<file path="config.mk">
export PLATFORM = sky130hd
export DESIGN_NAME = tit_match
export DESIGN_NICKNAME = d
export VERILOG_FILES = /design/src/rtl/core/tuple_intern_table_unit_defines.svh /design/src/rtl/core/tit_pkg.sv /design/src/rtl/core/tit_match.sv
export SDC_FILE = /design/constraint.sdc
export NUM_CORES = 1
export LEC_CHECK = 0
export BUFFER_PORTS_ARGS = -buffer_cell sky130_fd_sc_hd__clkbuf_2
export CAP_MARGIN = 20
export CORE_AREA = 2 2 103 105
export DETAILED_ROUTE_END_ITERATION = 10
export DIE_AREA = 0 0 105 107
export SYNTH_ARGS = -nofsm -noshare
export SYNTH_HDL_FRONTEND = slang
export SYNTH_SLANG_ARGS = --single-unit
</file>
<file path="constraint.sdc">
create_clock -name vclk -period 1.6
set_clock_uncertainty 0.1 [all_clocks]
set_input_delay 0.08 -clock vclk [all_inputs]
set_output_delay 0.08 -clock vclk [all_outputs]
set_load 0.02 [all_outputs]
</file>
<file path="src/rtl/core/tuple_intern_table_unit_defines.svh">
// Assertion macros for the tuple intern table unit.
`ifndef TUPLE_INTERN_TABLE_UNIT_DEFINES_SVH
`define TUPLE_INTERN_TABLE_UNIT_DEFINES_SVH

`ifndef NO_ASSERTIONS
`define TIT_ASSERT(lbl, cond, msg) \
  lbl: assert property (@(posedge clk) disable iff (rst) (cond)) else $error(msg);
`define TIT_ASSERT_ALWAYS(lbl, cond, msg) \
  lbl: assert property (@(posedge clk) (cond)) else $error(msg);
`else
`define TIT_ASSERT(lbl, cond, msg)
`define TIT_ASSERT_ALWAYS(lbl, cond, msg)
`endif

`endif

</file>
<file path="src/rtl/core/tit_pkg.sv">
// Shared widths and status codes of the tuple intern table.
`default_nettype none
package tit_pkg;

  localparam int OP_W        = 1;
  localparam int ARITY_W     = 4;
  localparam int ATOM_W      = 16;
  localparam int ATOM_FIELDS = 8;
  localparam int VAR_W       = 9;
  localparam int STATUS_W    = 3;

  localparam logic [OP_W-1:0] OP_REGISTER = 1'b0;
  localparam logic [OP_W-1:0] OP_LOOKUP   = 1'b1;

  localparam logic [STATUS_W-1:0] ST_FOUND     = 3'd0;
  localparam logic [STATUS_W-1:0] ST_ADDED     = 3'd1;
  localparam logic [STATUS_W-1:0] ST_MISSING   = 3'd2;
  localparam logic [STATUS_W-1:0] ST_BAD_ARITY = 3'd3;
  localparam logic [STATUS_W-1:0] ST_FULL      = 3'd4;

endpackage
`default_nettype wire

</file>
<file path="src/rtl/core/tit_match.sv">
// Entry compare unit: arity and zero-padded atom row against the search key.
`default_nettype none
module tit_match #(
  parameter int MAX_ARITY = 8,
  parameter int ATOM_BITS = 16
) (
  input  wire logic [tit_pkg::ARITY_W-1:0]            key_arity,
  input  wire logic [MAX_ARITY-1:0][ATOM_BITS-1:0]    key_atoms,
  input  wire logic [tit_pkg::ARITY_W+MAX_ARITY*ATOM_BITS-1:0] entry,
  output logic                                        match
);
  import tit_pkg::*;

  localparam int DATA_W = MAX_ARITY * ATOM_BITS;

  logic [ARITY_W-1:0] ent_arity;
  logic [DATA_W-1:0]  ent_atoms;
  logic               arity_eq;
  logic [MAX_ARITY-1:0] atom_eq;

  assign ent_arity = entry[ARITY_W+DATA_W-1 -: ARITY_W];
  assign ent_atoms = entry[DATA_W-1:0];
  assign arity_eq  = (ent_arity == key_arity);

  always_comb begin
    for (int k = 0; k < MAX_ARITY; k++) begin
      atom_eq[k] = (ent_atoms[k*ATOM_BITS +: ATOM_BITS] == key_atoms[k]);
    end
  end

  assign match = arity_eq && (&atom_eq);

endmodule
`default_nettype wire

</file>
==> results of run 1 <==
[through the flow]
step                      total power (uW)  worst slack [ns]  cell area, sq um  hold slack, ns  cells
after detailed placement               697            -0.467              2970           0.518    583
after global routing                   776            -0.367              3030           0.544    582
after floorplan                        278            0.0801              1440           0.263    178
after global placement                 682            -0.434              2970           0.526    583
final                                  711            -0.157              3030           0.507    582
after CTS                              716            -0.263              3020           0.525    582
[layer usage]
layer  up-vias  GRT usage  routed length (microns)
met2       148      0.226                     3690
li1       1159          -                        -
met5         -          0                        0
met4         0    0.00286                       12
met1       933     0.0977                     2140
met3         2     0.0201                      686
[power by group through the flow]
stage	clock network [uW]	logic, uW	registers [uW]
after floorplan	0	278	0
after global placement	0	682	0
after detailed placement	0	697	0
after CTS	0	716	0
after global routing	0	776	0
final	0	711	0
[final timing paths]
path	slack (ns)	from	end	cells past startpoint
hold / removal	0.51	entry[112]	match	5
setup / recovery	-0.16	key_atoms[113]	match	8
[logic make-up (layout without fill, tap and decap cells)]
logic type / count (synthesis) / in the layout / share of synthesized area
XOR/XNOR: 130 / 130 / 0.789
AND/OR/NAND/NOR: 44 / 44 / 0.195
AO/OA/AOI/OAI: 2 / 2 / 0.0104
buffers and inverters: 2 / 270 / 0.00521
[what timing repair did]
action                     4_1_cts  5_1_grt
gates resized for setup         10        2
buffers inserted                 0        0
hold buffers                     0        0
pin swaps                        5        3
setup endpoints to repair        1        1
hold endpoints to repair         0        0
[cells in the final DEF (no fill, tap or decap)]
| master | synthesis | routed |
|---|---|---|
| xor2_1 | 60 | 60 |
| xnor2_2 | 0 | 3 |
| buf_6 | 0 | 1 |
| nor4b_2 | 1 | 1 |
| clkbuf_2 | 0 | 263 |
| o22ai_1 | 1 | 1 |
| xnor2_1 | 70 | 67 |
| nand4_1 | 22 | 22 |
| nor4_1 | 20 | 14 |
| inv_1 | 2 | 2 |
| nand2_1 | 1 | 1 |
| a221oi_1 | 1 | 1 |
| buf_4 | 0 | 4 |
| nor4_2 | 0 | 6 |
[worst min-delay path, cell delays in order]
cell	delay (ns)
clkbuf_2	0.08
xnor2_1	0.05
nand4_1	0.11
nor4b_2	0.05
buf_4	0.15
[cell type report]
| cell class | count | area share |
|---|---|---|
| repair buffers | 268 | 0.448 |
| well taps | 136 | 0.0562 |
| inverters | 2 | 0.00248 |
| multi-input cells | 176 | 0.493 |
==> metrics, run 1 <==
status finished with violations; failing checks negative setup slack; Logic pwr share 1.000; gr usage total 0.101; Max Fclk 569 MHz; worst endpoint required time 1.42 ns; vias in the first global route 2231; first-pass GRT wire length 9520 microns; crit-path max FO 2; routability cong. 0.764; wire per inst 11.2 microns; fin util 0.300; crit path time final 1.76 ns; first-pass iteration count of the detailed router 3; Crit Path Class input port to output port; Worst slew margin 0.750; sum of buffers and inverters on the critical path 3; largest net degree at the start of global routing 3; # setup viols final 1; final wirelength 6540 microns; die area 0.0112 sq mm; DR iter-0 viols 42; Critical Path AT 1.58 ns; top cell type's share of synthesized area 0.425; Switching Share 0.391; placement row count 37; initial antenna violation count 0; Area Overhead vs Synth 110%; top post-synthesis cells by area xnor2_1 (42%), xor2_1 (36%), nand4_1 (9.5%); total core area 0.0101 sq mm; Final Cycle Share 1.10; DIE WIDTH 105 microns; Initial Utilization 0.143; Worst-Margin Slew 0.372 ns; io pins 265; largest stage delay on the critical path 0.36 ns; setup TNS -0.157 ns; via count 2242; Post-Syn Area 0.00144 sq mm; Synth Net Count 442; # nets final 712; internal cell power 433 uW; crit-path leading delay family simple AND/OR/NAND/NOR gates; sequential share of power 0; count of pins over their slew limit 0; layout clock buffer count 0; Via density 3.85; RSZ-0062 raised after global routing true; maxcap violations 0; Avg Cell Area, Syn 8.10 sq um; Ant. Diodes 0; Mapped Cells 178; Final WS setup -0.157 ns; NetSw 278 uW; Seq cells 0; layout cell share with drive strength beyond 1 0.623; post-synthesis sequential area ratio 0; Filler cells 1090; Worst Hold Class input port to output port; crit path cell chain clkbuf_2 -> inv_1 -> o22ai_1 -> nor4_1 -> nand4_1 -> nor4_2 -> nor4b_2 -> buf_4; Worst setup SP type input port; post-detail-place hpwl 6310 microns; GR Overflow Total 0; pwr dens 234 mW/mm^2; die height 107 microns; most frequent cells after synthesis xnor2_1 (70), xor2_1 (60), nand4_1 (22), nor4_1 (20), inv_1 (2); Clock power frac 0; count of unique library cells instantiated by Yosys 9; worst vdd ir 0.0000918 V; Crit. End Element output port; final hold viol count 0; Syn. warnings 0; Routed Antenna Nets 0; PortBufs 265; leakage dissipation 0.00157 uW; most numerous cell in the Yosys netlist xnor2_1; footprint of the multi-input gates 0.00150 sq mm; cell taking the most area after synthesis xnor2_1; Storage cell area 0 sq um; drt drc 0; CP max stage cell nor4_1
(Power assumes the default switching activity.)
==> run 2: changes to the inputs <==
--- a/config.mk
+++ b/config.mk
@@ -5,11 +5,11 @@
 export SDC_FILE = /design/constraint.sdc
 export NUM_CORES = 1
 export LEC_CHECK = 0
-export BUFFER_PORTS_ARGS = -buffer_cell sky130_fd_sc_hd__clkbuf_2
 export CAP_MARGIN = 20
-export CORE_AREA = 2 2 103 105
+export CORE_AREA = 2 2 102 104
 export DETAILED_ROUTE_END_ITERATION = 10
-export DIE_AREA = 0 0 105 107
+export DIE_AREA = 0 0 104 106
+export DONT_BUFFER_PORTS = 1
 export SYNTH_ARGS = -nofsm -noshare
 export SYNTH_HDL_FRONTEND = slang
 export SYNTH_SLANG_ARGS = --single-unit
==> constraint.sdc (replaced) <==
create_clock -name vclk -period 1.6
set_clock_uncertainty 0.1 [all_clocks]
set_input_delay 0.08 -clock vclk [all_inputs]
set_output_delay 0.08 -clock vclk [all_outputs]
set_load 0.05 [all_outputs]
==> run 2 against run 1 <==
- the flow still finishes with violations (negative setup slack)
- setup slack gained 0.012 ns
- die area shrank 1.9%
- total power shrank 54%
- critical path depth is the same
- global-route usage shrank 2.9 points
- combinational power shrank 54%
- final area shrank 43%
- cell count shrank 45%
- routed wire length shrank 25%
- clock-buffer cell count is the same
- first-iteration DRC count shrank 4.8%
- critical endpoint unchanged
==> metrics, run 2 (synthesized netlist as in run 1, its figures left out) <==
Ant. Diodes 0 (unchanged); drt drc 0 (unchanged); wire per inst 15.3 microns (+37%); Storage cell area 0 sq um (unchanged); Crit. End Element output port; crit path cell chain xor2_2 -> nor4_2 -> nand4_1 -> nor4_2 -> nand4_1 -> buf_4 -> nor4b_4 -> buf_12; worst vdd ir 0.0000409 V (-55%); setup TNS -0.144 ns (+0.0123 ns); CP max stage cell nor4_2; PortBufs 0 (-100%); Critical Path AT 1.56 ns (-0.02 ns); worst endpoint required time 1.42 ns (about the same); via count 1393 (-38%); Worst-Margin Slew 0.356 ns (-0.0162 ns); Worst slew margin 0.761 (+0.0109); sum of buffers and inverters on the critical path 2 (-1); final total power 326 uW (-54%); routability cong. 0.828 (+8.4%); Worst Hold Class input port to output port; failing checks negative setup slack; layout clock buffer count 0 (unchanged); largest net degree at the start of global routing 3 (unchanged); DIE WIDTH 104 microns (-0.95%); placement row count 37 (unchanged); Seq cells 0 (unchanged); vias in the first global route 1355 (-39%); die area 0.0110 sq mm (-1.9%); crit-path leading delay family simple AND/OR/NAND/NOR gates; Max Fclk 573 MHz (+0.71%); placed cell count 321 (-45%); largest stage delay on the critical path 0.30 ns (-0.06 ns); final wirelength 4930 microns (-25%); Initial Utilization 0.144 (+0.00132); GR Overflow Total 0 (unchanged); io pins 265 (unchanged); total core area 0.0100 sq mm (-0.92%); leakage dissipation 0.000493 uW (-69%); Routed Antenna Nets 0 (unchanged); first-pass GRT wire length 6500 microns (-32%); Final Cycle Share 1.09 (-0.00772); non-filler cells, final 321 (-45%); RSZ-0062 raised after global routing true; DR iter-0 viols 40 (-4.8%); layout cell share with drive strength beyond 1 0.0703 (-0.553); first-pass iteration count of the detailed router 6 (+3); die height 106 microns (-0.93%); cts hold-fix bufs 0 (unchanged); initial antenna violation count 0 (unchanged); crit path time final 1.74 ns (-0.0123 ns); Via density 4.34 (+13%); post-detail-place hpwl 4740 microns (-25%); most common cell after layout, fill and taps aside xnor2_1; Crit Path Class input port to output port; maxcap violations 0 (unchanged); Area Overhead vs Synth 19.2%; commonest non-fill, non-tap cells in the layout xnor2_1 (70), xor2_1 (59), nand4_1 (22), nor4_1 (16), buf_4 (6); final hold viol count 0 (unchanged); status finished with violations; Filler cells 1155 (+6.0%); # nets final 451 (-37%); Worst setup SP type input port; Final WS setup -0.144 ns (+0.0123 ns); count of pins over their slew limit 0 (unchanged); post-CTS setup buffers 0 (unchanged); crit-path max FO 1 (-1); # setup viols final 1 (unchanged); footprint of the multi-input gates 0.00148 sq mm (-1.3%); gr usage total 0.0721 (-0.0292); pwr dens 190 mW/mm^2 (-19%)
## run 2: worst min-delay path, delay by kind of cell
| family | cells | cell delay (ns) |
|---|---|---|
| AND/OR/NAND/NOR | 2 | 0.19 |
| buffers and inverters | 1 | 0.14 |
| AO/OA/AOI/OAI | 1 | 0.05 |
## run 2: metrics by stage
stage,instance area (sq um),hold WS (ns),setup WS (ns),util
2_1_floorplan,1450,0.322,-0.113,-
3_3_place_gp,1690,0.473,-0.256,0.169
3_5_place_dp,1690,0.452,-0.287,0.169
4_1_cts,1700,0.452,-0.219,0.170
5_1_grt,1720,0.456,-0.318,0.172
6_report,1720,0.440,-0.144,0.172
## run 2: final timing paths
path	startpoint	endpoint	slack [ns]	cells past startpoint
worst max-delay path	key_atoms[23]	match	-0.14	8
worst min-delay path	key_atoms[119]	match	0.44	4
## run 2: where the power goes
| group | total, uW | switching [uW] | internal [uW] |
|---|---|---|---|
| combinational | 326 | 116 | 210 |
| sequential | 0 | 0 | 0 |
| clock | 0 | 0 | 0 |
| total | 326 | 116 | 210 |
## run 2: final cells by class
class | count | area share
well taps | 136 | 0.0990
inverters | 2 | 0.00437
multi-input cells | 176 | 0.859
repair buffers | 7 | 0.0378
## run 2: routing by layer
layer	track usage	vias up	wire length, microns
met2	0.150	134	2690
met5	0	-	0
met1	0.0773	623	1670
met4	0	0	0
met3	0.0166	0	570
li1	-	636	-
## run 2: what timing repair did
action	4_1_cts	5_1_grt
setup endpoints to repair	1	1
gates cloned	0	0
pin swaps	2	1
resized for setup	2	3
==> run 3: changes to the inputs <==
--- a/config.mk
+++ b/config.mk
@@ -6,10 +6,11 @@
 export NUM_CORES = 1
 export LEC_CHECK = 0
 export CAP_MARGIN = 20
-export CORE_AREA = 2 2 102 104
+export CORE_AREA = 2 2 103 105
 export DETAILED_ROUTE_END_ITERATION = 10
-export DIE_AREA = 0 0 104 106
+export DIE_AREA = 0 0 105 107
 export DONT_BUFFER_PORTS = 1
+export PLACE_DENSITY = 0.36
 export SYNTH_ARGS = -nofsm -noshare
 export SYNTH_HDL_FRONTEND = slang
 export SYNTH_SLANG_ARGS = --single-unit
==> run 3 against run 2 <==
- the run still ends with negative setup slack left
- combinational power is essentially flat
- critical endpoint unchanged
- fmax shrank 7.4%
- non-clock buffer count shrank 3
- final area shrank 0.87%
- largest power group unchanged
- setup slack lost 0.14 ns
- total power shrank 0.95%
==> metrics, run 3 (synthesized netlist as in run 1, its figures left out) <==
status finished with violations; failing checks negative setup slack; Final Cycle Share 1.18 (+0.0869); CP max stage cell nor4_2; routability cong. 0.811 (-2.1%); post-CTS setup buffers 0 (unchanged); pwr dens 189 mW/mm^2 (about the same); first-pass GRT wire length 6090 microns (-6.4%); total core area 0.0101 sq mm (+0.93%); layout clock buffer count 0 (unchanged); Worst Hold Class input port to output port; DR iter-0 viols 28 (-30%); die height 107 microns (+0.94%); Worst setup SP type input port; largest stage delay on the critical path 0.31 ns (about the same); Final Instance Area 0.00170 sq mm (-0.87%); setup TNS -0.283 ns (-0.139 ns); die area 0.0112 sq mm (+1.9%); final wirelength 4860 microns (-1.4%); GR Overflow Total 0 (unchanged); largest net degree at the start of global routing 3 (unchanged); Area Overhead vs Synth 18.1%; placement row count 37 (unchanged); leakage dissipation 0.000492 uW (-0.18%); via count 1350 (-3.1%); first-pass iteration count of the detailed router 4 (-2); sum of buffers and inverters on the critical path 2 (unchanged); Final WS setup -0.283 ns (-0.139 ns); Storage cell area 0 sq um (unchanged); Worst slew margin 0.754 (-0.00701); vias in the first global route 1392 (+2.7%); crit-path leading delay family simple AND/OR/NAND/NOR gates; Routed Antenna Nets 0 (unchanged); Max Fclk 531 MHz (-7.4%); post-detail-place hpwl 4770 microns (+0.70%); DIE WIDTH 105 microns (+0.96%); Initial Utilization 0.143 (-0.00132); PortBufs 0 (unchanged); commonest non-fill, non-tap cells in the layout xnor2_1 (70), xor2_1 (60), nand4_1 (22), nor4_1 (15), nor4_2 (4); footprint of the multi-input gates 0.00148 sq mm (+0.51%); maxcap violations 0 (unchanged); # setup viols final 1 (unchanged); Ant. Diodes 0 (unchanged); gr usage total 0.0684 (-0.00372); count of pins over their slew limit 0 (unchanged); RSZ-0062 raised after global routing true; most common cell after layout, fill and taps aside xnor2_1; worst vdd ir 0.0000472 V (+15%); final hold viol count 0 (unchanged); io pins 265 (unchanged); Critical Path AT 1.70 ns (+0.14 ns); layout cell share with drive strength beyond 1 0.0549 (-0.0153); # nets final 448 (-0.67%); Crit. End Element output port; crit-path max FO 1 (unchanged); initial antenna violation count 0 (unchanged); drt drc 0 (unchanged); dpl ws -0.507 ns (-0.220 ns); Filler cells 1135 (-1.7%); wire per inst 15.3 microns (-0.51%); crit path cell chain xnor2_1 -> nand4_1 -> nor4_2 -> buf_4 -> nand2_1 -> nor4_4 -> nor4b_4 -> buf_12; Crit Path Class input port to output port; worst endpoint required time 1.42 ns (about the same); placed instance area 0.00166 sq mm (-1.3%); Seq cells 0 (unchanged); Worst-Margin Slew 0.366 ns (+0.0104 ns); Via density 4.25 (-2.2%); crit path time final 1.88 ns (+0.139 ns)
-- run 3: changes by cell type in the layout (fill, tap and decap cells not counted), sizes merged --
cell,previous run,this run
buf,7,4
-- run 3: per-stage QoR --
step | utilization | cells | hold slack, ns | total power, uW
after global placement | 0.165 | 318 | 0.457 | 315
after CTS | 0.167 | 318 | 0.444 | 323
after floorplan | - | 178 | 0.322 | 278
final | 0.169 | 318 | 0.434 | 323
after global routing | 0.169 | 318 | 0.456 | 361
after detailed placement | 0.165 | 318 | 0.443 | 318
-- run 3: what timing repair did --
action                                  in CTS  in global routing
gates resized for setup                      3                  3
endpoints found under the setup margin       1                  1
hold buffers                                 0                  0
pin swaps                                    1                  1
-- run 3: final timing paths --
| path | start | end | slack (ns) | cells after the start |
|---|---|---|---|---|
| setup / recovery | key_atoms[58] | match | -0.28 | 8 |
| hold / removal | key_atoms[119] | match | 0.43 | 4 |
-- run 3: layout make-up --
| cell class | count | share of cell area |
|---|---|---|
| timing repair buffer | 4 | 0.0250 |
| inverter | 2 | 0.00441 |
| tap | 136 | 0.0999 |
| multi-input combinational | 176 | 0.871 |
-- run 3: where the power goes --
part | switching (uW) | internal [uW]
registers | 0 | 0
clock network | 0 | 0
logic | 116 | 206
-- run 3: tightest hold or removal path: stages --
cell      delay [ns]
a221oi_1        0.05
nand4_1         0.12
nor4b_4         0.07
buf_12          0.14
-- run 3: metal layers --
metal | up-vias | part of all wire | GRT usage
met5 | - | 0 | 0
met4 | 0 | 0 | 0
met3 | 0 | 0.10 | 0.00608
met2 | 142 | 0.57 | 0.154
met1 | 577 | 0.33 | 0.0700
li1 | 631 | - | -
